===== src/rtl/cpws_pkg.sv =====
// Shared types and constants of the capture-period-to-wind-speed block.
package cpws_pkg;

    localparam int NUM_W     = 40;
    localparam int CAP_W     = 16;
    localparam int PTK_W     = 32;
    localparam int DIV_STEPS = NUM_W;
    localparam int STEP_W    = $clog2(DIV_STEPS);

    localparam logic [NUM_W-1:0] NUM_RESET = 40'd4915200000;

    localparam logic REQ_TICK    = 1'b0;
    localparam logic REQ_CAPTURE = 1'b1;

    localparam int APB_DW = 64;
    localparam int APB_AW = 4;
    localparam logic REG_SPEED_NUM = 1'b0;

    typedef struct packed {
        logic tick;
        logic capture;
        logic div_step;
        logic load_out;
    } t_cmd;

    typedef struct packed {
        logic cap_bad;
        logic div_last;
    } t_status;

endpackage


===== src/rtl/cpws_ifs.sv =====
// Valid/ready channel interfaces for input and result words.
interface cpws_in_if;
    logic                        valid;
    logic                        ready;
    logic                        req_type;
    logic [cpws_pkg::CAP_W-1:0]  capture_value;

    modport source (output valid, output req_type, output capture_value, input ready);
    modport sink   (input valid, input req_type, input capture_value, output ready);
endinterface

interface cpws_out_if;
    logic                        valid;
    logic                        ready;
    logic [cpws_pkg::NUM_W-1:0]  speed_q8;
    logic [cpws_pkg::PTK_W-1:0]  period_ticks;
    logic                        bad_period;

    modport source (output valid, output speed_q8, output period_ticks, output bad_period,
                    input ready);
    modport sink   (input valid, input speed_q8, input period_ticks, input bad_period,
                    output ready);
endinterface


===== src/rtl/cpws_ctrl.sv =====
// Controller state machine: accepts words, sequences the divider, loads the result.
module cpws_ctrl (
    input  logic              i_clk,
    input  logic              i_rst_n,
    input  logic              i_in_valid,
    input  logic              i_req_type,
    output logic              o_in_ready,
    input  logic              i_out_ready,
    output logic              o_out_valid,
    input  cpws_pkg::t_status i_status,
    output cpws_pkg::t_cmd    o_cmd
);

    localparam logic [1:0] ST_IDLE = 2'd0;
    localparam logic [1:0] ST_DIV  = 2'd1;
    localparam logic [1:0] ST_WAIT = 2'd2;

    logic [1:0] r_state;
    logic [1:0] n_state;
    logic       r_out_valid;
    logic       n_out_valid;
    logic       in_acc;
    logic       out_free;

    assign o_in_ready  = (r_state == ST_IDLE);
    assign o_out_valid = r_out_valid;
    assign in_acc      = i_in_valid && o_in_ready;
    assign out_free    = !r_out_valid || i_out_ready;

    always_comb begin
        n_state        = r_state;
        o_cmd.tick     = 1'b0;
        o_cmd.capture  = 1'b0;
        o_cmd.div_step = 1'b0;
        o_cmd.load_out = 1'b0;
        case (r_state)
            ST_IDLE: begin
                if (in_acc) begin
                    if (i_req_type == cpws_pkg::REQ_CAPTURE) begin
                        o_cmd.capture = 1'b1;
                        n_state = i_status.cap_bad ? ST_WAIT : ST_DIV;
                    end else begin
                        o_cmd.tick = 1'b1;
                    end
                end
            end
            ST_DIV: begin
                o_cmd.div_step = 1'b1;
                if (i_status.div_last) begin
                    n_state = ST_WAIT;
                end
            end
            ST_WAIT: begin
                if (out_free) begin
                    o_cmd.load_out = 1'b1;
                    n_state = ST_IDLE;
                end
            end
            default: begin
                n_state = ST_IDLE;
            end
        endcase
    end

    always_comb begin
        n_out_valid = r_out_valid;
        if (o_cmd.load_out) begin
            n_out_valid = 1'b1;
        end else if (i_out_ready) begin
            n_out_valid = 1'b0;
        end
    end

    always_ff @(posedge i_clk) begin
        if (!i_rst_n) begin
            r_state     <= ST_IDLE;
            r_out_valid <= 1'b0;
        end else begin
            r_state     <= n_state;
            r_out_valid <= n_out_valid;
        end
    end

endmodule


===== src/rtl/cpws_dp.sv =====
// Datapath: overflow count, last capture, period, restoring divider, result register.
module cpws_dp #(
    parameter int COUNTER_BITS  = 16,
    parameter int OVERFLOW_BITS = 16
) (
    input  logic                         i_clk,
    input  logic                         i_rst_n,
    input  cpws_pkg::t_cmd               i_cmd,
    input  logic [cpws_pkg::CAP_W-1:0]   i_capture_value,
    input  logic [cpws_pkg::NUM_W-1:0]   i_speed_num,
    output cpws_pkg::t_status            o_status,
    output logic [cpws_pkg::NUM_W-1:0]   o_speed_q8,
    output logic [cpws_pkg::PTK_W-1:0]   o_period_ticks,
    output logic                         o_bad_period
);

    localparam int PW = COUNTER_BITS + OVERFLOW_BITS;

    logic [OVERFLOW_BITS-1:0]         r_ovf;
    logic [COUNTER_BITS-1:0]          r_last;
    logic [PW-1:0]                    r_period;
    logic                             r_bad;
    logic [PW-1:0]                    r_rem;
    logic [cpws_pkg::NUM_W-1:0]       r_quo;
    logic [cpws_pkg::STEP_W-1:0]      r_step;
    logic [cpws_pkg::NUM_W-1:0]       r_speed;
    logic [cpws_pkg::PTK_W-1:0]       r_ptk;
    logic                             r_out_bad;

    logic [31:0]                      cap_ext;
    logic [COUNTER_BITS-1:0]          cap_m;
    logic [PW-1:0]                    period_now;
    logic                             bad_now;
    logic [PW:0]                      trial;
    logic [PW:0]                      diff;
    logic                             fits;
    logic [63:0]                      period64;
    logic [cpws_pkg::PTK_W-1:0]       period_sat;

    // Capture value masked (or widened) to the counter width.
    assign cap_ext    = 32'(i_capture_value);
    assign cap_m      = cap_ext[COUNTER_BITS-1:0];
    assign period_now = {r_ovf, cap_m} - PW'(r_last);
    assign bad_now    = (r_ovf == '0) && (cap_m <= r_last);

    // One restoring step: shift in the next dividend bit, subtract if it fits.
    assign trial = {r_rem, r_quo[cpws_pkg::NUM_W-1]};
    assign diff  = trial - {1'b0, r_period};
    assign fits  = (trial >= {1'b0, r_period});

    assign period64   = 64'(r_period);
    assign period_sat = (period64[63:32] != '0) ? '1 : period64[31:0];

    assign o_status.cap_bad  = bad_now;
    assign o_status.div_last = (r_step == cpws_pkg::STEP_W'(cpws_pkg::DIV_STEPS - 1));

    assign o_speed_q8     = r_speed;
    assign o_period_ticks = r_ptk;
    assign o_bad_period   = r_out_bad;

    always_ff @(posedge i_clk) begin
        if (!i_rst_n) begin
            r_ovf  <= '0;
            r_last <= '0;
        end else if (i_cmd.capture) begin
            r_ovf  <= '0;
            r_last <= cap_m;
        end else if (i_cmd.tick && (r_ovf != '1)) begin
            r_ovf  <= r_ovf + 1'b1;
        end
    end

    always_ff @(posedge i_clk) begin
        if (i_cmd.capture) begin
            r_period <= period_now;
            r_bad    <= bad_now;
            r_rem    <= '0;
            r_quo    <= i_speed_num;
            r_step   <= '0;
        end else if (i_cmd.div_step) begin
            r_rem    <= fits ? diff[PW-1:0] : trial[PW-1:0];
            r_quo    <= {r_quo[cpws_pkg::NUM_W-2:0], fits};
            r_step   <= r_step + 1'b1;
        end
    end

    always_ff @(posedge i_clk) begin
        if (i_cmd.load_out) begin
            r_speed   <= r_bad ? '0 : r_quo;
            r_ptk     <= r_bad ? '0 : period_sat;
            r_out_bad <= r_bad;
        end
    end

endmodule


===== src/rtl/capture_period_to_wind_speed.sv =====
// Top level of the anemometer capture-period-to-wind-speed block.
// Each input word is either an overflow tick (req_type 0), which bumps a saturating
// overflow count and gives no result, or a capture (req_type 1), which measures the
// period since the previous capture as capture + overflow * 2^COUNTER_BITS - last capture
// and gives one result word: speed_q8 = speed_numerator / period (truncated, 8 fraction
// bits), the period saturated to 32 bits, and bad_period when the period was zero or
// negative, in which case speed and period read 0. A tick is taken and leaves the input
// open. A capture with a good period is accepted, runs forty steps of a one-bit-per-cycle
// restoring divider (the 40-bit quotient sets this count) and loads the result register,
// with the input closed until the load. A capture with a bad period skips the divider
// and goes straight to the load. The load waits, and the input stays closed, for as
// long as an earlier result still sits unaccepted in the result register. That register
// lets ticks and the next capture be accepted while a finished result still waits on
// the output. speed_numerator sits at APB address 0 (64-bit data, low 40 bits used) and
// should be written only while the block is idle.
module capture_period_to_wind_speed #(
    parameter int COUNTER_BITS  = 16,
    parameter int OVERFLOW_BITS = 16
) (
    input  logic                          i_clk,
    input  logic                          i_rst_n,
    cpws_in_if.sink                       i_in_word,
    cpws_out_if.source                    o_out_word,
    input  logic                          psel,
    input  logic                          penable,
    input  logic                          pwrite,
    input  logic [cpws_pkg::APB_AW-1:0]   paddr,
    input  logic [cpws_pkg::APB_DW-1:0]   pwdata,
    output logic [cpws_pkg::APB_DW-1:0]   prdata,
    output logic                          pready
);

    logic [cpws_pkg::NUM_W-1:0] r_speed_num;
    logic                       cfg_wr;
    logic                       reg_sel;
    cpws_pkg::t_cmd             cmd;
    cpws_pkg::t_status          status;

    // Register index is address bit 3; only the numerator register exists.
    assign reg_sel = paddr[3];
    assign pready  = 1'b1;
    assign cfg_wr  = psel && penable && pwrite && pready;
    assign prdata  = (reg_sel == cpws_pkg::REG_SPEED_NUM)
                   ? cpws_pkg::APB_DW'(r_speed_num) : '0;

    always_ff @(posedge i_clk) begin
        if (!i_rst_n) begin
            r_speed_num <= cpws_pkg::NUM_RESET;
        end else if (cfg_wr && (reg_sel == cpws_pkg::REG_SPEED_NUM)) begin
            r_speed_num <= pwdata[cpws_pkg::NUM_W-1:0];
        end
    end

    // The controller owns the handshakes; the datapath owns all arithmetic and the measurement state.
    cpws_ctrl u_ctrl (
        .i_clk       (i_clk),
        .i_rst_n     (i_rst_n),
        .i_in_valid  (i_in_word.valid),
        .i_req_type  (i_in_word.req_type),
        .o_in_ready  (i_in_word.ready),
        .i_out_ready (o_out_word.ready),
        .o_out_valid (o_out_word.valid),
        .i_status    (status),
        .o_cmd       (cmd)
    );

    cpws_dp #(
        .COUNTER_BITS  (COUNTER_BITS),
        .OVERFLOW_BITS (OVERFLOW_BITS)
    ) u_dp (
        .i_clk           (i_clk),
        .i_rst_n         (i_rst_n),
        .i_cmd           (cmd),
        .i_capture_value (i_in_word.capture_value),
        .i_speed_num     (r_speed_num),
        .o_status        (status),
        .o_speed_q8      (o_out_word.speed_q8),
        .o_period_ticks  (o_out_word.period_ticks),
        .o_bad_period    (o_out_word.bad_period)
    );

endmodule


===== src/flat_wrapper.sv =====
// flat-port wrapper written by rule: the top's interface ports become plain ports
module capture_period_to_wind_speed_flat 
#(
    parameter int COUNTER_BITS  = 16,
    parameter int OVERFLOW_BITS = 16
)
  (i_clk, i_rst_n, psel, penable, pwrite, paddr, pwdata, prdata, pready, i_in_word_valid, i_in_word_req_type, i_in_word_capture_value, i_in_word_ready, o_out_word_valid, o_out_word_speed_q8, o_out_word_period_ticks, o_out_word_bad_period, o_out_word_ready);
  cpws_in_if i_in_word_i ();
  cpws_out_if o_out_word_i ();
  input  logic i_clk;
  input  logic i_rst_n;
  input  logic psel;
  input  logic penable;
  input  logic pwrite;
  input  logic [cpws_pkg::APB_AW-1:0] paddr;
  input  logic [cpws_pkg::APB_DW-1:0] pwdata;
  output logic [cpws_pkg::APB_DW-1:0] prdata;
  output logic pready;
  input wire logic [$bits(i_in_word_i.valid)-1:0] i_in_word_valid;
  input wire logic [$bits(i_in_word_i.req_type)-1:0] i_in_word_req_type;
  input wire logic [$bits(i_in_word_i.capture_value)-1:0] i_in_word_capture_value;
  output wire logic [$bits(i_in_word_i.ready)-1:0] i_in_word_ready;
  output wire logic [$bits(o_out_word_i.valid)-1:0] o_out_word_valid;
  output wire logic [$bits(o_out_word_i.speed_q8)-1:0] o_out_word_speed_q8;
  output wire logic [$bits(o_out_word_i.period_ticks)-1:0] o_out_word_period_ticks;
  output wire logic [$bits(o_out_word_i.bad_period)-1:0] o_out_word_bad_period;
  input wire logic [$bits(o_out_word_i.ready)-1:0] o_out_word_ready;
  assign i_in_word_i.valid = i_in_word_valid;
  assign i_in_word_i.req_type = i_in_word_req_type;
  assign i_in_word_i.capture_value = i_in_word_capture_value;
  assign i_in_word_ready = i_in_word_i.ready;
  assign o_out_word_valid = o_out_word_i.valid;
  assign o_out_word_speed_q8 = o_out_word_i.speed_q8;
  assign o_out_word_period_ticks = o_out_word_i.period_ticks;
  assign o_out_word_bad_period = o_out_word_i.bad_period;
  assign o_out_word_i.ready = o_out_word_ready;
  capture_period_to_wind_speed #(.COUNTER_BITS(COUNTER_BITS), .OVERFLOW_BITS(OVERFLOW_BITS)) u_core (.i_clk(i_clk), .i_rst_n(i_rst_n), .i_in_word(i_in_word_i), .o_out_word(o_out_word_i), .psel(psel), .penable(penable), .pwrite(pwrite), .paddr(paddr), .pwdata(pwdata), .prdata(prdata), .pready(pready));
endmodule

===== config.mk =====
export PLATFORM = sky130hd
export DESIGN_NAME = capture_period_to_wind_speed_flat
export DESIGN_NICKNAME = d
export VERILOG_FILES = /design/src/rtl/cpws_pkg.sv /design/src/rtl/cpws_ifs.sv /design/src/rtl/cpws_ctrl.sv /design/src/rtl/cpws_dp.sv /design/src/rtl/capture_period_to_wind_speed.sv /design/src/flat_wrapper.sv
export SDC_FILE = /design/constraint.sdc
export NUM_CORES = 1
export LEC_CHECK = 0
export BUFFER_PORTS_ARGS = -buffer_cell sky130_fd_sc_hd__buf_2
export CAP_MARGIN = 20
export CORE_MARGIN = 4
export CORE_UTILIZATION = 40
export CTS_CLUSTER_SIZE = 16
export DETAILED_ROUTE_END_ITERATION = 6
export GPL_ROUTABILITY_DRIVEN = 0
export GPL_TIMING_DRIVEN = 0
export HOLD_SLACK_MARGIN = 0.12
export PLACE_DENSITY_LB_ADDON = 0.1
export SLEW_MARGIN = 20
export SYNTH_ARGS = -nofsm -noshare
export SYNTH_HDL_FRONTEND = slang
export SYNTH_SLANG_ARGS = --single-unit

===== constraint.sdc =====
create_clock -name i_clk -period 6 [get_ports i_clk]
set_input_delay 0.3 -clock i_clk [delete_from_list [all_inputs] [get_ports i_clk]]
set_output_delay 0.3 -clock i_clk [all_outputs]
set_load 0.01 [all_outputs]

==> results by group <==
Status
  – Outcome: finished, final reports clean

Finish
  – Most common cell after layout, fill and taps aside: nand2_1
  – Area growth syn-to-layout: 24.62%
  – Fill count: slightly above 3000
  – ANT cells: 0
  – Design area: between 15000 and 20000 µm²
  – Final nets: 1819
  – Share of layout cells above drive strength 1: roughly 17%
  – Commonest non-fill, non-tap cells in the layout: nand2_1 (296), buf_2 (183), edfxtp_1 (146)

Power and ir drop
  – Sw Pwr: around 0.0011 W
  – Clk pwr share: ~40%
  – Sw Ratio: between 20% and 30%
  – PD cells: 270.8 nW/µm²
  – VDD IR max: between 0.0002 and 0.00025 V
  – Internal power: about 0.0033 W
  – Pleak: roughly 6.8 nW
  – Sequential share of power: between 40 and 50%
  – Comb power frac: 13.5%

Floorplanning
  – Die area: between 30000 and 40000 µm²
  – Initial Util: ~40%
  – Overall die height: about 190 µm
  – CORE AREA: between 30000 and 40000 µm²
  – Ports: between 200 and 250
  – Rows: 66
  – Die X-Extent: about 190 µm

Clocking
  – CTS tree: done
  – Clk sinks: ~260
  – Clock Latency Late Sink: ~0.57 ns
  – CTS H-tree lvls: 1
  – Post-CTS Setup Repair Bufs: 0
  – Clock Tree Root: clkbuf_16
  – TritonCTS Buffers: 30
  – Clock slew at reported path FFs: 0.06 ns
  – Post-CTS sizing: 0
  – Clock buffer depth: 3
  – Hold buffer count at cts: 57

Global route
  – Pin count of the biggest net entering global routing: 33
  – Vias in the first global route: roughly 10000
  – Gr usage total: 17.89%
  – First-pass GRT wire length: between 50000 and 60000 µm
  – GRT overflow: 0
  – Initial antenna violation count: 1

Setup path
  – Max incr delay on CP: approximately 0.47 ns
  – CP required: roughly 6.3 ns
  – Crit start category: flop
  – Cell Chain, Critical Path: inv_1, ha_1, a21oi_1, o21ai_1, nor4b_2, a21oi_2, a2111oi_4, o211ai_2, nand2_1, buf_2, o21ai_0
  – CP Capture Type: flop
  – Crit path max fanout: 10
  – CP Buf/Inv Count: 2
  – Critical path's slowest cell: a2111oi_4
  – Kind of critical path: flop to flop
  – Crit path max-delay family: compound AO/OA/AOI/OAI gates
  – CP arrival: 3.59 ns

STA
  – Fin Hold WS: between 0.3 and 0.4 ns
  – Least-Margin Pin Slew: 0.7726 ns
  – Setup TNS: 0 ns
  – Fin. Hold Viols: 0
  – Slew Limit Fails: 0
  – Final setup viols: 0
  – Skew final: ~0.011 ns
  – Worst relative slew slack: 48.38%
  – Fmax: 304.5 MHz
  – RSZ-0062 raised after global routing: no
  – Minimum clock period: 3.284 ns
  – Period utilization: a little over half

Placed design
  – I/O Buffers: around 180
  – Dpl hpwl: 24490 µm
  – Placed inst area: about 15000 µm²

Job
  – Maxcap violations: 0

Yosys
  – Number of flops mapped to enable cells by yosys: around 150
  – Main synth FF type: edfxtp_1
  – Avg Cell Area, Syn: between 9 and 10 µm²
  – Cells after Synth: 1378
  – Cell Area, Synth: around 13000 µm²
  – Netlist cell types: 64
  – Synth Warn #: 0
  – Post-synth ARST share: 0%
  – Flops & latches, synth: around 260
  – Sequential area share after synthesis: between 50% and 60%

Hold path
  – Hold Path Class: primary input to flop

Routing
  – Drt drc: 0
  – DR vias: 10310
  – Vias per Instance: 4.818
  – DRT iter0 DRCs: 620
  – Drt wl/cell: 15.35 µm
  – Initial DRT Pass Iterations: 5
  – WL final: ~33000 µm
  – Post-DRT Antenna Nets: 0
## worst paths after layout
| kind | endpoint | cells after the start | slack (ns) | startpoint |
|---|---|---|---|---|
| max | u_core.u_dp.r_quo[0] | 11 | 2.72 | u_core.u_dp.period_sat[12] |
| min reg2reg | u_core.u_dp.o_bad_period | 0 | 0.45 | u_core.u_dp.r_bad |
| max reg2reg | u_core.u_dp.r_quo[0] | 11 | 2.72 | u_core.u_dp.period_sat[12] |
| min | u_core.u_ctrl.r_state[0] | 5 | 0.30 | i_in_word_valid |
## synth_stat cells, types with 37 or more instances
cell	number	area (µm²)
a21boi_0	51	382.9
a21oi_1	52	260.3
clkbuf_1	48	180.2
dfxtp_1	113	2262
edfxtp_1	146	4384
ha_1	51	638.1
inv_1	74	277.8
nand2_1	296	1111
nor2_1	87	326.6
nor2b_1	84	525.5
xnor2_1	38	332.8
xor2_1	37	324.1
## tightest hold or removal path, stage by stage
cell and delay [ns]:
buf_2 0.11, nand3_1 0.11, inv_2 0.14, nand2_1 0.08
a21boi_0 0.07
## per-layer routing
| layer | track usage (%) | vias to the layer above | part of all wire, % |
|---|---|---|---|
| met4 | 4.933 | 0 | 2.5 |
| met5 | 0 | - | 0 |
| met3 | 3.448 | 61 | 5.7 |
| li1 | - | 5253 | - |
| met1 | 25.07 | 4719 | 47 |
| met2 | 28.49 | 278 | 45 |
## cells by family after synthesis
group / after synthesis / synth area share, %
simple gates: 581 / 20.45
buf+inv: 161 / 5.583
compound gates: 227 / 11.51
xor+xnor: 75 / 5.010
fa+ha+maj: 53 / 5.172
mux: 20 / 1.527
flops: 259 / 50.69
other cells: 2 / 0.05728
## layout make-up
| class | instances | area, µm² | area share (%) |
|---|---|---|---|
| plain buffers | 86 | 451.7 | 2.764 |
| clock buffers | 36 | 813.3 | 4.977 |
| clock inverters | 20 | 173.9 | 1.064 |
| inverters | 75 | 281.5 | 1.723 |
| multi-input cells | 981 | 5831 | 35.68 |
| flip-flops and latches | 259 | 6646 | 40.68 |
| well taps | 442 | 553.0 | 3.385 |
| repair buffers | 241 | 1589 | 9.725 |
## power groups by stage
| stage | clock [W] | sequential [W] | combinational (W) |
|---|---|---|---|
| 2_1_floorplan | 0 | 0.00208 | 0.000375 |
| 3_3_place_gp | 0 | 0.00209 | 0.000552 |
| 3_5_place_dp | 0 | 0.00208 | 0.000571 |
| 4_1_cts | 0.00184 | 0.00204 | 0.000602 |
| 5_1_grt | 0.00191 | 0.00205 | 0.000670 |
| 6_report | 0.00179 | 0.00204 | 0.000597 |
## registers in the layout, summed over array words and instances (netlist names), 2 cells and up
name / cells
u_core.u_dp.o_period_ticks: 32
u_core.u_dp.r_step: 6
u_core.u_dp.r_quo: 40
u_core.r_speed_num: 40
u_core.u_dp.r_last: 16
u_core.u_ctrl.r_state: 2
u_core.u_dp.r_rem: 32
u_core.u_dp.period_sat: 32
u_core.u_dp.o_speed_q8: 40
u_core.u_dp.r_ovf: 16
## metrics by stage
step | util, % | cells | setup slack [ns] | power [W]
2_1_floorplan | - | 1401 | 1.445 | 0.002457
3_3_place_gp | 45.13 | 2022 | -0.4936 | 0.002638
3_5_place_dp | 45.55 | 2027 | 2.689 | 0.002651
4_1_cts | 50.35 | 2140 | 2.693 | 0.004485
5_1_grt | 50.35 | 2140 | 2.436 | 0.004636
6_report | 50.35 | 2140 | 2.716 | 0.004425
No activity file was read; power rests on OpenSTA's default activity.
